File: src/hw/rtl/pl0sm_pkg.sv
`default_nettype none

package pl0sm_pkg;

	localparam int STACK_DEPTH = 64;
	localparam int AW = 6;
	localparam int PCW = 7;
	localparam int SPW = 7;
	localparam int DW = 32;
	localparam int IW = 34;

	localparam logic [3:0] OP_LIT = 4'd1;
	localparam logic [3:0] OP_OPR = 4'd2;
	localparam logic [3:0] OP_LOD = 4'd3;
	localparam logic [3:0] OP_STO = 4'd4;
	localparam logic [3:0] OP_CAL = 4'd5;
	localparam logic [3:0] OP_INC = 4'd6;
	localparam logic [3:0] OP_JMP = 4'd7;
	localparam logic [3:0] OP_JPC = 4'd8;
	localparam logic [3:0] OP_SYS = 4'd9;

	localparam logic signed [15:0] OPR_RET = 16'sd0;
	localparam logic signed [15:0] OPR_NEG = 16'sd1;
	localparam logic signed [15:0] OPR_ADD = 16'sd2;
	localparam logic signed [15:0] OPR_SUB = 16'sd3;
	localparam logic signed [15:0] OPR_MUL = 16'sd4;
	localparam logic signed [15:0] OPR_DIV = 16'sd5;
	localparam logic signed [15:0] OPR_ODD = 16'sd6;
	localparam logic signed [15:0] OPR_MOD = 16'sd7;
	localparam logic signed [15:0] OPR_EQL = 16'sd8;
	localparam logic signed [15:0] OPR_NEQ = 16'sd9;
	localparam logic signed [15:0] OPR_LSS = 16'sd10;
	localparam logic signed [15:0] OPR_LEQ = 16'sd11;
	localparam logic signed [15:0] OPR_GTR = 16'sd12;
	localparam logic signed [15:0] OPR_GEQ = 16'sd13;

	localparam logic signed [15:0] SYS_OUT = 16'sd1;
	localparam logic signed [15:0] SYS_IN = 16'sd2;
	localparam logic signed [15:0] SYS_HALT = 16'sd3;

	localparam logic [1:0] FAULT_NONE = 2'd0;
	localparam logic [1:0] FAULT_RANGE = 2'd1;
	localparam logic [1:0] FAULT_DIV0 = 2'd2;

	typedef enum logic [3:0] {
		S_IDLE, S_WALK, S_WCAP, S_CHK, S_RD, S_CAP, S_EXEC, S_DIV, S_WB, S_CALW, S_OUT
	} state_t;

	typedef struct packed {
		logic en;
		logic [AW-1:0] addr;
		logic [DW-1:0] data;
	} ram_wr_t;

	function automatic logic in_stack(input logic signed [IW-1:0] idx);
		return (idx >= 0) && (idx < IW'(STACK_DEPTH));
	endfunction

	function automatic logic sp_ok(input logic signed [IW-1:0] idx);
		return (idx >= -1) && (idx < IW'(STACK_DEPTH));
	endfunction

endpackage

`default_nettype wire

File: src/hw/rtl/pl0sm_stack_ram.sv
`default_nettype none

module pl0sm_stack_ram (
	input  wire logic                   clk,
	input  wire logic                   arst_n,
	input  wire pl0sm_pkg::ram_wr_t     wr,
	input  wire logic [pl0sm_pkg::AW-1:0] raddr,
	output logic [pl0sm_pkg::DW-1:0]    rdata
);

	logic [pl0sm_pkg::DW-1:0] mem [pl0sm_pkg::STACK_DEPTH];
	logic [pl0sm_pkg::STACK_DEPTH-1:0] vld_q;
	logic [pl0sm_pkg::DW-1:0] rdata_q;
	logic rvld_q;

	always_ff @(posedge clk) begin
		if (wr.en) begin
			mem[wr.addr] <= wr.data;
		end
		rdata_q <= mem[raddr];
	end

	// an entry never written reads as zero
	always_ff @(posedge clk or negedge arst_n) begin
		if (!arst_n) begin
			vld_q <= '0;
			rvld_q <= 1'b0;
		end else begin
			if (wr.en) begin
				vld_q[wr.addr] <= 1'b1;
			end
			rvld_q <= vld_q[raddr];
		end
	end

	assign rdata = rvld_q ? rdata_q : '0;

endmodule

`default_nettype wire

File: config.mk
export PLATFORM = sky130hd
export DESIGN_NAME = pl0sm_stack_ram
export DESIGN_NICKNAME = d
export VERILOG_FILES = /design/src/hw/rtl/pl0sm_pkg.sv /design/src/hw/rtl/pl0sm_stack_ram.sv
export SDC_FILE = /design/constraint.sdc
export NUM_CORES = 2
export LEC_CHECK = 0
export BUFFER_PORTS_ARGS = -buffer_cell sky130_fd_sc_hd__clkbuf_2
export CELL_PAD_IN_SITES_DETAIL_PLACEMENT = 0
export CELL_PAD_IN_SITES_GLOBAL_PLACEMENT = 1
export CORE_MARGIN = 2
export CORE_UTILIZATION = 55
export DETAILED_ROUTE_END_ITERATION = 16
export HOLD_SLACK_MARGIN = 0.05
export MAX_ROUTING_LAYER = met4
export PLACE_DENSITY = 0.76
export SLEW_MARGIN = 10
export SYNTH_ARGS = -nofsm -noshare
export SYNTH_HDL_FRONTEND = slang
export SYNTH_SLANG_ARGS = --single-unit
File: constraint.sdc
create_clock -name clk -period 1.65 [get_ports clk]
set_input_delay 0.165 -clock clk [delete_from_list [all_inputs] [get_ports clk]]
set_output_delay 0.165 -clock clk [all_outputs]
set_load 0.02 [all_outputs]
Yosys cells after proc, flatten, opt, wreduce, memory -nomap -nowiden. Memories as Yosys holds them, arrays and structs flattened. A register that Yosys moved wholly into a read port is not among the register bits. Index checks and enable logic that the tools add are counted.

Memories kept: 1. Memory bits (writable): 2048. Input bits: 47. Output and inout port bits: 32. Bits in registers: 65. Word-level logic and storage cells: 15.

Memories: mem (depth 64, bits a word 32, read ports 1, clocked after Yosys merged registers in 1, write ports 1, RTL line pl0sm_stack_ram.sv:11) `logic [pl0sm_pkg::DW-1:0] mem [pl0sm_pkg::STACK_DEPTH];`.

Mux-type cells: 7. Bitwise logic cells: 1. Reductions and logical operators: 1. Magnitude comparators: 3.

Operators with widths (number): 64-bit bitwise OR (1); 32-bit two-way mux (1); 6-bit by 7-bit < comparator with 1-bit output, second input constant (2); 1-bit binary-select mux with 6-bit select (1); 1-bit demux with 6-bit select (1); 6-bit by 1-bit greater-or-equal comparator with 1-bit output, second input constant (1); 1-bit two-way mux (4); 1-bit logical AND (1).

Depth between registers and ports, before layout.
Depth in word-level cells: 5. Mapped depth: 9. Gate-level depth less buffers: 5.

Worst setup path before layout. OpenSTA, ideal clock, no wires.

Path kind: input to register. From: input wr[35] (netlist bit). To: memory mem[48][0] (netlist bit) (enable). Data arrival time: 3053 ps. Slack: -1865 ps. Required time: 1188 ps. Stages: 4. Setup time: 462 ps. Buffers on the path: 1. Cell sequence: clkbuf_1 > nand4b_1 > or2_2 > nor3_1.

RTL lines: start, declared (RTL line pl0sm_stack_ram.sv:6) `input wire pl0sm_pkg::ram_wr_t wr,`; end, declared (RTL line pl0sm_stack_ram.sv:11).

No word-level cell before the write port.

Worst setup path after layout.
From: register rvld_q. To: output rdata[21] (netlist bit).

Longest elaborated chain between the ends: 1.

RTL lines: start, declared (RTL line pl0sm_stack_ram.sv:14) `logic rvld_q;`; start signal, assigned (RTL line pl0sm_stack_ram.sv:32) `rvld_q <= vld_q[raddr];`; 32-bit two-way mux (RTL line pl0sm_stack_ram.sv:36) `assign rdata = rvld_q ? rdata_q : '0;`; end, declared (RTL line pl0sm_stack_ram.sv:8) `output logic [pl0sm_pkg::DW-1:0] rdata`.

No other way between the ends.

==> metrics.md <==
| Metric | Value |
|---|---|
| Number of detailed-routing iterations run before antenna repair | `6` |
| Number of warnings issued by yosys | `0` |
| Boundary pin count | `79` |
| Total number of vias | `41,800` |
| Total GRT Usage | `28.7%` |
| Share of cells above drive strength 1 | `between 30 and 40%` |
| Post-synthesis area per instance | `22.0 um2` |
| Met2 usage | `45.1%` |
| Row count | `between 100 and 150` |
| Post-layout min period | `between 2 and 2.5 ns` |
| Number of unique standard cell types used by synthesis | `37` |
| Signal arrival time at the worst endpoint | `2.03 ns` |
| Detailed-route wire length per cell | `between 30 and 40 um` |
| Number of nets in the final layout | `4,434` |
| Via count of the first global-routing pass | `between 40,000 and 50,000` |
| Internal cell power | `89.6 mW` |
| Placer's final routability congestion estimate | `around 0.84` |
| Flip-flop and latch count after synthesis | `2,145` |
| Cell mode on critical path | `sky130_fd_sc_hd__buf_12` |
| Clock latency of the later-clocked register in the worst-skew pair | `between 0.8 and 0.9 ns` |
| FFs w/ async S/R, synth | `3.03%` |
| Most Used Layer, Global Route | `met2` |
| Final total negative setup slack | `-15.12 ns` |
| Slowest-stage cell, CP | `sky130_fd_sc_hd__dfrtp_4` |
| Worst path top cell family by delay | `buffers and inverters` |
| GR met1 Demand/Resource | `39.3%` |
| Die outline height | `~400 um` |
| Final Hold Violating Endpoints | `0` |
| Result of the run | `finished, violations left` |
| Yosys top cell by area | `sky130_fd_sc_hd__edfxtp_1` |
| Critical path type | `flip-flop to primary output` |
| Max Slew Vio Count | `0` |
| Post-layout worst setup margin | `-0.544 ns` |
| TritonCTS clock tree | `yes` |
| Layout Cell Area excl Fill | `between 0.09 and 0.1 mm2` |
| Reg clk slew, reported paths | `roughly 0.060 ns` |
| Syn-to-layout area delta | `19.7%` |
| HP Class | `primary input to flip-flop` |
| Top cells by area, synth | `sky130_fd_sc_hd__edfxtp_1 76%, sky130_fd_sc_hd__mux4_2 13%, sky130_fd_sc_hd__dfrtp_1 2.0%` |
| Static Leak | `32.1 nW` |
| Pin count of the biggest net entering global routing | `between 60 and 70` |
| Maximum clock insertion buffer count | `3` |
| H-Tree Depth | `4` |
| Top post-synthesis cells by count | `2,048 x sky130_fd_sc_hd__edfxtp_1, 462 x sky130_fd_sc_hd__mux4_2, 146 x sky130_fd_sc_hd__mux2i_1` |
| Worst Tran Pin Value | `0.746 ns` |
| Tightest slew margin relative to the limit | `50.3%` |
| Power density over cell area | `1170 mW/mm2` |
| Combinational cell fraction of total power | `6.9%` |
| Number of enable flip-flop cells after synthesis | `2,048` |
| Peak supply drop | `about 1.1 mV` |
| Required time at the worst-slack endpoint | `roughly 1.5 ns` |
| Setup Viol. Count Final | `41` |
| Switch share | `21.2%` |
| Number of sinks on the clock net | `between 2,000 and 2,500` |
| Pwr Total | `114 mW` |
| Ordered cell list for the critical path | `buf_12, buf_12, buf_12, and2_1, buf_6` |
| Post-route DRC violation count | `0` |
| Clock network fraction of design power | `between 30% and 40%` |
| Core footprint | `0.147 mm2` |
| M3 GR Usage | `between 3 and 4%` |
| TritonCTS Buffers | `201` |
| Mapped Cells | `roughly 3,700` |
| Number of antenna-violating nets in the routed design | `0` |
| Critical Path Start Type | `flip-flop` |
| Count of input and output buffers | `78` |
| Post-DP HPWL | `~130 mm` |
| Antenna violations before repair | `2` |
| Area share of the largest cell type after synthesis | `75.6%` |
| Post-synth net total | `3,753` |
| Top_reg_cell synth | `sky130_fd_sc_hd__edfxtp_1` |
| Largest incremental delay on the critical path | `approximately 0.49 ns` |
| Iteration-0 DRC count of the detailed router | `4,967` |
| Max-cap violations | `0` |
| Critical path endpoint category | `primary output` |
| Sequential Power Share | `53.4%` |
| Total Die Area | `between 0.15 and 0.2 mm2` |
| First-pass GRT wire length | `between 200 and 300 mm` |
| Unrepaired setup endpoints after global routing | `true` |
| Post-route clock skew | `around 0.025 ns` |
| Initial Util | `between 50% and 60%` |
| Area of the mapped netlist | `0.0814 mm2` |
| Horizontal die dimension | `389 um` |
| Proportion of synthesized chip area in sequential cells | `78.3%` |
| Fin crit share | `133%` |
| Buf+Inv Stages, Crit Path | `4` |
| Violated checks | `negative setup slack` |
| Post-place instance area | `between 0.09 and 0.1 mm2` |
| Top fanout value on the critical path | `11` |
| Most common cell in the synthesized netlist | `sky130_fd_sc_hd__edfxtp_1` |
| Peak clock frequency supported by timing | `456 MHz` |
| Vias per Instance | `6.43` |
| Switching pwr | `roughly 24 mW` |
| Sum of routed wire length over all layers | `~210 mm` |
| Grt ovf | `0` |
| Clock tree root buffer cell | `sky130_fd_sc_hd__clkbuf_16` |
[per-layer routing]
layer	up-vias	share of wire, %
li1	17000	-
met3	317	8.5
met2	2208	49
met1	22200	39
met4	0	3.5
met5	-	0
[logic make-up after synthesis]
family | Yosys count | share of synthesized area, %
flops | 2145 | 78.3
simple gates | 430 | 2.71
buf+inv | 210 | 1.19
compound gates | 265 | 2.51
mux | 656 | 15.2
[worst register-to-register path: cells and delay by family (launching register included)]
family | cells | cell delay [ns]
AOI/OAI and AO/OA | 2 | 0.44
DFF | 1 | 0.36
muxes | 1 | 0.50
and+or+nand+nor | 1 | 0.43
[cell usage in the layout, fill, tap and decap left out, types with 15 or more instances in the layout]
cell type / instances
sky130_fd_sc_hd__mux2i_1: 140
sky130_fd_sc_hd__nor2_4: 64
sky130_fd_sc_hd__clkinv_2: 35
sky130_fd_sc_hd__a22oi_2: 24
sky130_fd_sc_hd__clkbuf_8: 21
sky130_fd_sc_hd__or2_2: 67
sky130_fd_sc_hd__nand4_1: 55
sky130_fd_sc_hd__mux4_2: 462
sky130_fd_sc_hd__buf_12: 149
sky130_fd_sc_hd__a22oi_1: 30
sky130_fd_sc_hd__edfxtp_1: 2048
sky130_fd_sc_hd__o22ai_1: 56
sky130_fd_sc_hd__buf_6: 18
sky130_fd_sc_hd__a21oi_1: 15
sky130_fd_sc_hd__clkbuf_1: 57
sky130_fd_sc_hd__nand3_1: 55
sky130_fd_sc_hd__nand2_1: 62
sky130_fd_sc_hd__mux2_2: 41
sky130_fd_sc_hd__dfxtp_1: 31
sky130_fd_sc_hd__clkbuf_16: 207
sky130_fd_sc_hd__clkbuf_2: 45
sky130_fd_sc_hd__o211a_1: 20
sky130_fd_sc_hd__dfrtp_1: 64
sky130_fd_sc_hd__a221o_1: 25
sky130_fd_sc_hd__a31oi_1: 15
sky130_fd_sc_hd__nor2_1: 21
sky130_fd_sc_hd__nor3_1: 15
sky130_fd_sc_hd__and2_1: 15
sky130_fd_sc_hd__buf_4: 418
sky130_fd_sc_hd__clkinv_1: 35
sky130_fd_sc_hd__dlygate4sd3_1: 39
sky130_fd_sc_hd__o221ai_1: 55
[final timing paths]
path | startpoint | to | slack, ns | cells after the start
setup / recovery | rvld_q | rdata[21] | -0.54 | 5
hold / removal | raddr[2] | rdata_q[18] | 0.07 | 5
setup reg to reg | mem[3][22] | rdata_q[22] | -0.17 | 4
hold reg to reg | vld_q[36] | vld_q[36] | 0.46 | 1
max in group asynchronous | arst_n | vld_q[53] | 0.77 | 4
min in group asynchronous | arst_n | vld_q[35] | 0.47 | 4
[flip-flops by register name, summed over array words and instances, names as in the netlist]
register / cells
mem: 2048
vld_q: 64
rdata_q: 32
rvld_q: 1
[per-stage QoR]
step | worst slack [ns] | hold slack (ns) | utilization (%) | cells
CTS | -0.570 | 0.0513 | 66.0 | 6493
detailed placement | -0.948 | 0.212 | 61.1 | 6079
global route | -0.582 | 0.0621 | 66.1 | 6494
finish | -0.544 | 0.0730 | 66.2 | 6495
floorplan | -0.392 | -0.131 | - | 3706
global placement | -0.928 | 0.213 | 61.1 | 6079
[what timing repair did]
| action | in CTS | in global routing |
|---|---|---|
| resized for setup | 87 | 85 |
| endpoints found under the setup margin | 59 | 88 |
| buffers inserted | 4 | 1 |
| endpoints found under the hold margin | 2124 | 0 |
| pin swaps | 35 | 28 |
| hold buffers | 40 | 0 |
[power groups by stage]
stage	Sequential [mW]	Clock, mW	Combinational [mW]
global placement	61.9	0	7.16
global route	60.8	47.8	8.18
detailed placement	61.9	0	7.28
finish	60.8	45.2	7.80
CTS	60.8	45.7	7.68
floorplan	61.7	0	3.65
[layout make-up]
cell class,instances,area (um2)
Antenna cell,5,12.5
Fill cell,9355,49900
Clock buffer,279,5600
Clock inverter,97,843
Timing Repair Buffer,687,7150
Sequential cell,2145,63800
Multi-Input combinational cell,1351,17600
Tap cell,1930,2410
Inverter,1,3.75
(Power assumes the default switching activity.)
