## config.mk

```make
export PLATFORM = sky130hd
export DESIGN_NAME = pl0sm_div
export DESIGN_NICKNAME = d
export VERILOG_FILES = /design/src/hw/rtl/pl0sm_pkg.sv /design/src/hw/rtl/pl0sm_div.sv
export SDC_FILE = /design/constraint.sdc
export NUM_CORES = 1
export LEC_CHECK = 0
export BUFFER_PORTS_ARGS = -buffer_cell sky130_fd_sc_hd__buf_2
export CELL_PAD_IN_SITES_DETAIL_PLACEMENT = 1
export CELL_PAD_IN_SITES_GLOBAL_PLACEMENT = 2
export CORE_ASPECT_RATIO = 1.1
export CORE_MARGIN = 2
export CORE_UTILIZATION = 35
export DETAILED_ROUTE_END_ITERATION = 10
export PLACE_DENSITY_LB_ADDON = 0.15
export SYNTH_ARGS = -nofsm -noshare
export SYNTH_HDL_FRONTEND = slang
export SYNTH_SLANG_ARGS = --single-unit
```

## constraint.sdc

```tcl
create_clock -name clk -period 4.3 [get_ports clk]
set_input_delay 0.215 -clock clk [delete_from_list [all_inputs] [get_ports clk]]
set_output_delay 0.215 -clock clk [all_outputs]
set_load 0.02 [all_outputs]
```

## src/hw/rtl/pl0sm_pkg.sv

```systemverilog
`default_nettype none

package pl0sm_pkg;

	localparam int STACK_DEPTH = 64;
	localparam int AW = 6;
	localparam int PCW = 7;
	localparam int SPW = 7;
	localparam int DW = 32;
	localparam int IW = 34;

	localparam logic [3:0] OP_LIT = 4'd1;
	localparam logic [3:0] OP_OPR = 4'd2;
	localparam logic [3:0] OP_LOD = 4'd3;
	localparam logic [3:0] OP_STO = 4'd4;
	localparam logic [3:0] OP_CAL = 4'd5;
	localparam logic [3:0] OP_INC = 4'd6;
	localparam logic [3:0] OP_JMP = 4'd7;
	localparam logic [3:0] OP_JPC = 4'd8;
	localparam logic [3:0] OP_SYS = 4'd9;

	localparam logic signed [15:0] OPR_RET = 16'sd0;
	localparam logic signed [15:0] OPR_NEG = 16'sd1;
	localparam logic signed [15:0] OPR_ADD = 16'sd2;
	localparam logic signed [15:0] OPR_SUB = 16'sd3;
	localparam logic signed [15:0] OPR_MUL = 16'sd4;
	localparam logic signed [15:0] OPR_DIV = 16'sd5;
	localparam logic signed [15:0] OPR_ODD = 16'sd6;
	localparam logic signed [15:0] OPR_MOD = 16'sd7;
	localparam logic signed [15:0] OPR_EQL = 16'sd8;
	localparam logic signed [15:0] OPR_NEQ = 16'sd9;
	localparam logic signed [15:0] OPR_LSS = 16'sd10;
	localparam logic signed [15:0] OPR_LEQ = 16'sd11;
	localparam logic signed [15:0] OPR_GTR = 16'sd12;
	localparam logic signed [15:0] OPR_GEQ = 16'sd13;

	localparam logic signed [15:0] SYS_OUT = 16'sd1;
	localparam logic signed [15:0] SYS_IN = 16'sd2;
	localparam logic signed [15:0] SYS_HALT = 16'sd3;

	localparam logic [1:0] FAULT_NONE = 2'd0;
	localparam logic [1:0] FAULT_RANGE = 2'd1;
	localparam logic [1:0] FAULT_DIV0 = 2'd2;

	typedef enum logic [3:0] {
		S_IDLE, S_WALK, S_WCAP, S_CHK, S_RD, S_CAP, S_EXEC, S_DIV, S_WB, S_CALW, S_OUT
	} state_t;

	typedef struct packed {
		logic en;
		logic [AW-1:0] addr;
		logic [DW-1:0] data;
	} ram_wr_t;

	function automatic logic in_stack(input logic signed [IW-1:0] idx);
		return (idx >= 0) && (idx < IW'(STACK_DEPTH));
	endfunction

	function automatic logic sp_ok(input logic signed [IW-1:0] idx);
		return (idx >= -1) && (idx < IW'(STACK_DEPTH));
	endfunction

endpackage

`default_nettype wire

```

## src/hw/rtl/pl0sm_div.sv

```systemverilog
`default_nettype none

module pl0sm_div (
	input  wire logic                     clk,
	input  wire logic                     arst_n,
	input  wire logic                     start,
	input  wire logic [pl0sm_pkg::DW-1:0] dividend,
	input  wire logic [pl0sm_pkg::DW-1:0] divisor,
	output logic                          done,
	output logic [pl0sm_pkg::DW-1:0]      quotient,
	output logic [pl0sm_pkg::DW-1:0]      remainder
);

	localparam int CW = $clog2(pl0sm_pkg::DW);

	logic busy_q;
	logic done_q;
	logic [CW-1:0] cnt_q;
	logic [pl0sm_pkg::DW-1:0] q_q;
	logic [pl0sm_pkg::DW-1:0] rem_q;
	logic [pl0sm_pkg::DW-1:0] d_q;
	logic sq_q;
	logic sr_q;
	logic [pl0sm_pkg::DW+1:0] trial;

	assign trial = {1'b0, rem_q, q_q[pl0sm_pkg::DW-1]} - {2'b00, d_q};

	always_ff @(posedge clk or negedge arst_n) begin
		if (!arst_n) begin
			busy_q <= 1'b0;
			done_q <= 1'b0;
			cnt_q <= '0;
		end else begin
			done_q <= 1'b0;
			if (start) begin
				busy_q <= 1'b1;
				cnt_q <= '0;
			end else if (busy_q) begin
				cnt_q <= cnt_q + 1'b1;
				if (cnt_q == CW'(pl0sm_pkg::DW - 1)) begin
					busy_q <= 1'b0;
					done_q <= 1'b1;
				end
			end
		end
	end

	// one quotient bit per cycle on magnitudes
	always_ff @(posedge clk) begin
		if (start) begin
			q_q <= dividend[pl0sm_pkg::DW-1] ? -dividend : dividend;
			d_q <= divisor[pl0sm_pkg::DW-1] ? -divisor : divisor;
			rem_q <= '0;
			sq_q <= dividend[pl0sm_pkg::DW-1] ^ divisor[pl0sm_pkg::DW-1];
			sr_q <= dividend[pl0sm_pkg::DW-1];
		end else if (busy_q) begin
			if (!trial[pl0sm_pkg::DW+1]) begin
				rem_q <= trial[pl0sm_pkg::DW-1:0];
				q_q <= {q_q[pl0sm_pkg::DW-2:0], 1'b1};
			end else begin
				rem_q <= {rem_q[pl0sm_pkg::DW-2:0], q_q[pl0sm_pkg::DW-1]};
				q_q <= {q_q[pl0sm_pkg::DW-2:0], 1'b0};
			end
		end
	end

	assign done = done_q;
	assign quotient = sq_q ? -q_q : q_q;
	assign remainder = sr_q ? -rem_q : rem_q;

endmodule

`default_nettype wire

```

**Word level (Yosys, flattened, before mapping)**

Index checks and enable logic that the tools add are counted.

- Flip-flop bits (word level): 105
- Bits of input ports: 67
- Output and inout bits: 65
- Logic and storage cells: 34

- $add $sub $neg: 6
- Equal/unequal tests: 1
- Muxes and demuxes: 16
- Bitwise gates (word level): 1
- Reduce and logical (&&, ||, !) cells: 1

Operators by type and width:

| cell | number |
|---|---|
| $mux 32 | 6 |
| $neg 32->32 | 4 |
| $sub 33x32->34 | 1 |
| $mux 31 | 1 |
| $mux 5 | 2 |
| $mux 1 | 7 |
| $add 5x1->5 const B | 1 |
| $eq 5x5->1 const B | 1 |
| $reduce_bool 2->1 | 1 |
| $xor 1x1->1 | 1 |

**Depth between registers and ports, before layout**

- Depth in word-level cells: 4
- Mapped depth: 12
- Mapped depth without buffers: 12

**Least setup slack after synthesis**

No wires, ideal clock.

- Path kind: register -> register
- Start: reg q_q[31] (netlist name)
- End: reg rem_q[26] (netlist name)
- Setup time: 0.136 ns
- Arrival: 2.909 ns
- Data required time: 4.164 ns
- Slack: 1.255 ns
- Cell stages (with the launch flop): 13
- Path buffers: 0
- Clock period less this slack: 3.045 ns
- Path through: edfxtp_1 inv_1 ha_1 inv_1 fa_1 a21o_1 a221o_1 a41oi_1 o211ai_1 a31o_2 a211o_1 xnor2_1 a31oi_1

- Cells in the longest elaborated chain, start to end: 2

Ends and longest elaborated chain:

| item | RTL line | RTL |
|---|---|---|
| start, declared | pl0sm_div.sv:19 | `logic [pl0sm_pkg::DW-1:0] q_q;` |
| start signal, assigned | pl0sm_div.sv:51 | `q_q <= dividend[pl0sm_pkg::DW-1] ? -dividend : dividend;` |
| start signal, assigned | pl0sm_div.sv:59 | `q_q <= {q_q[pl0sm_pkg::DW-2:0], 1'b1};` |
| start signal, assigned | pl0sm_div.sv:62 | `q_q <= {q_q[pl0sm_pkg::DW-2:0], 1'b0};` |
| $sub 33x32->34 | pl0sm_div.sv:26 | `assign trial = {1'b0, rem_q, q_q[pl0sm_pkg::DW-1]} - {2'b00, d_q};` |
| $mux 32 | pl0sm_div.sv:57 | `if (!trial[pl0sm_pkg::DW+1]) begin` |
| end signal, assigned | pl0sm_div.sv:58 | `rem_q <= trial[pl0sm_pkg::DW-1:0];` |
| end signal, assigned | pl0sm_div.sv:61 | `rem_q <= {rem_q[pl0sm_pkg::DW-2:0], q_q[pl0sm_pkg::DW-1]};` |
| end, declared | pl0sm_div.sv:20 | `logic [pl0sm_pkg::DW-1:0] rem_q;` |

No other way between the ends.
A chain may end at the register's enable or synchronous reset.

**Worst setup path after layout**

- Start: reg q_q[9] (netlist name)
- End: out quotient[31] (netlist name)

- Cells in the longest elaborated chain, start to end: 2

Ends and longest elaborated chain:

| item | RTL line | RTL |
|---|---|---|
| $neg 32->32 | pl0sm_div.sv:68 | `assign quotient = sq_q ? -q_q : q_q;` |
| $mux 32 | pl0sm_div.sv:68 |  |
| end, declared | pl0sm_div.sv:10 | `output logic [pl0sm_pkg::DW-1:0] quotient,` |

No other way between the ends.

==> impl_metrics.env <==
export IMPL_h_tree_depth=3
export IMPL_grt_use_met2_pct=32.85
export IMPL_worstRegToRegCells=12
export IMPL_synth_ff_type="edfxtp_1"
export IMPL_fillers=2831
export IMPL_hp_start="divisor[0]"
export IMPL_initial_core_util_pct=35.52
export IMPL_fmax_ghz=0.2602
export IMPL_synth_cell_type_count=65
export IMPL_place_ws_ns=0.8488
export IMPL_criticalPathCategory="reg2out"
export IMPL_worstPathArrival_ns=3.63
export IMPL_n_antenna_cell=0
export IMPL_port_buffers=131
export IMPL_syn_inst=976
export IMPL_dieArea_sq_um=25230
export IMPL_grt_use_total_pct=19.01
export IMPL_yosysTopAreaCell="edfxtp_1"
export IMPL_nets=1182
export IMPL_cts_buffers=9
export IMPL_seq_area_frac_synth_pct=33.34
export IMPL_clk_pin_slew_ns=0.08
export IMPL_cts_root_buffer="clkbuf_16"
export IMPL_synth_most_common_cell="xnor2_1"
export IMPL_clk_latency_ns=0.36
export IMPL_setup_slack_ns=0.4571
export IMPL_fp_dieW_um=151.6
export IMPL_crit_required_ns=4.09
export IMPL_crit_path_end_kind="output port"
export IMPL_drv_cap=0
export IMPL_dr_total_vias=7590
export IMPL_use_met3_pct=1.676
export IMPL_avgSynthCellArea_sq_um=8.597
export IMPL_cp_start_kind="register"
export IMPL_holdPathStages=1
export IMPL_drive_above_1_share_pct=16.37
export IMPL_total_power_w=0.006633
export IMPL_grt_pass1_vias=7427
export IMPL_synth_common_cells="107 x xnor2_1, 84 x nor2_1, 79 x o21ai_0"
export IMPL_cts_sinks=105
export IMPL_synthArstFlopShare_pct=6.667
export IMPL_postCtsSetupBuffers=0
export IMPL_r2r_start="q_q[31]$_DFFE_PP_"
export IMPL_maxSlewViolCount=0
export IMPL_synth_top_area_share_pct=23.62
export IMPL_overflow=0
export IMPL_setup_violations=0
export IMPL_grt_antenna_before_repair=0
export IMPL_area_growth_pct=14.73
export IMPL_use_met1_pct=25.44
export IMPL_grt_max_degree=61
export IMPL_ir_drop_mv=0.3170
export IMPL_gp_congestion=0.8279
export IMPL_rows=59
export IMPL_clock_path_buffers=2
export IMPL_synth_edf_count=66
export IMPL_drcViolationCount=0
export IMPL_max_slew_margin_rel_pct=33.99
export IMPL_core_area_sq_um=23620
export IMPL_rsz0062_at_grt="no"
export IMPL_tightest_slew_ns=0.9902
export IMPL_rrSetupSlack_ns=0.89
export IMPL_yosys_warnings=0
export IMPL_layout_min_cycle_time_ns=3.843
export IMPL_fin_setup_tns_ns=0
export IMPL_status="complete, no violations"
export IMPL_synth_area_sq_um=8391
export IMPL_drt_iter0_drc=352
export IMPL_power_density_nw_per_um2=689.1
export IMPL_synth_area_leaders="edfxtp_1 24%, xnor2_1 11%, dfxtp_1 7.6%"
export IMPL_hold_viol=0
export IMPL_avgRoutedWirePerCell_um=17.47
export IMPL_vias_per_cell=5.476
export IMPL_cp_max_fo=4
export IMPL_place_hpwl_um=18930
export IMPL_ant_nets=0
export IMPL_cts_tree="built"
export IMPL_clock_skew_ns=0.007192
export IMPL_min_period_over_period_pct=89.37
export IMPL_ys_ff_latch=105
export IMPL_drt_pre_antenna_iters=5
export IMPL_grt_pass1_wl_um=38530
export IMPL_setup_worst_path_start="q_q[9]$_DFFE_PP_"
export IMPL_hold_path_class="in2reg"
export IMPL_design_portCount=132
export IMPL_syn_nets=1082
export IMPL_grt_busiest_layer="met2"
export IMPL_die_y_um=166.4
export IMPL_wirelength_um=24220
export IMPL_p_leak_nw=3.911
==> critical path, stage by stage (launching register included) <==
cell and delay (ns):
edfxtp_1 0.44, or3_1 0.44, or4_1 0.46, or2_2 0.33, nor2_1 0.16, nand2_1 0.13
or4_1 0.48, o31ai_1 0.40, xnor2_1 0.21, buf_2 0.21
==> what timing repair did <==
action                     CTS  global route
gates resized for setup      0             0
hold endpoints to repair     7             0
hold buffers                 1             0
setup endpoints to repair    0             0
==> logic make-up after synthesis <==
logic type	count (synthesis)	share of synthesized area [%]
AOI/OAI and AO/OA	275	21.53
xor gates and xnor gates	149	15.55
adders and majority gates	39	5.905
buffers and inverters	104	4.787
DFF	105	33.34
muxes	3	0.3579
and+or+nand+nor	301	18.52
==> placed cells by master, fill, tap and decap left out, types with 23 or more instances in the layout <==
cell      synthesis  final
dfxtp_1          32     32
nor2_1           84     84
inv_1            52     52
o31ai_1          36     36
nand2_1          66     66
buf_2             0    130
o21ai_0          79     78
ha_1             38     38
a21oi_1          56     56
nand3_1          33     33
edfxtp_1         66     66
xnor2_1         107    107
xor2_1           42     42
or3_1            23     23
==> report_power, final <==
part	internal (W)	total, W	switching, W
Combinational	0.00158	0.00408	0.00250
Sequential	0.00129	0.00163	0.000340
Clock	0.000515	0.000918	0.000404
Total	0.00339	0.00663	0.00325
==> cell type report <==
class | count | area, sq um | share of cell area, %
clock buffer | 10 | 229.0 | 2.378
clock inverter | 6 | 92.59 | 0.9618
inverter | 52 | 195.2 | 2.028
multi-input combinational | 767 | 5195 | 53.96
sequential | 105 | 2798 | 29.06
tap | 305 | 381.6 | 3.964
timing repair buffer | 141 | 735.7 | 7.642
==> stage by stage <==
step / hold WS (ns) / util (%) / cell area, sq um / std cells
floorplan: -0.08059 / - / 8391 / 976
global placement: 0.06098 / 39.35 / 9295 / 1369
detailed placement: 0.06232 / 39.35 / 9295 / 1369
CTS: 0.07290 / 40.75 / 9627 / 1386
global route: 0.08435 / 40.75 / 9627 / 1386
finish: 0.07918 / 40.75 / 9627 / 1386
==> flip-flops by register name, summed over array words and instances (netlist names) <==
| signal | count |
|---|---|
| busy_q | 1 |
| cnt_q | 5 |
| d_q | 32 |
| done | 1 |
| q_q | 32 |
| rem_q | 32 |
| sq_q | 1 |
| sr_q | 1 |
==> per-layer routing <==
layer / vias to the layer above / part of all wire (%) / routed length (um)
met5: - / 0 / 0
met4: 0 / 1.2 / 286
met3: 16 / 3.6 / 882
met2: 137 / 47 / 11500
met1: 3664 / 48 / 11550
li1: 3773 / - / -
==> final timing paths <==
| kind | end |
|---|---|
| worst max-delay path | quotient[31] |
| worst max register to register | rem_q[26]$_SDFFE_PP0P_ |
| max in group asynchronous | cnt_q[4]$_DFFE_PN0P_ |
| worst min register to register | cnt_q[4]$_DFFE_PN0P_ |
| worst min-delay path | d_q[0]$_DFFE_PP_ |
| min in group asynchronous | cnt_q[0]$_DFFE_PN0P_ |
Power figures use the tool's default switching activity.
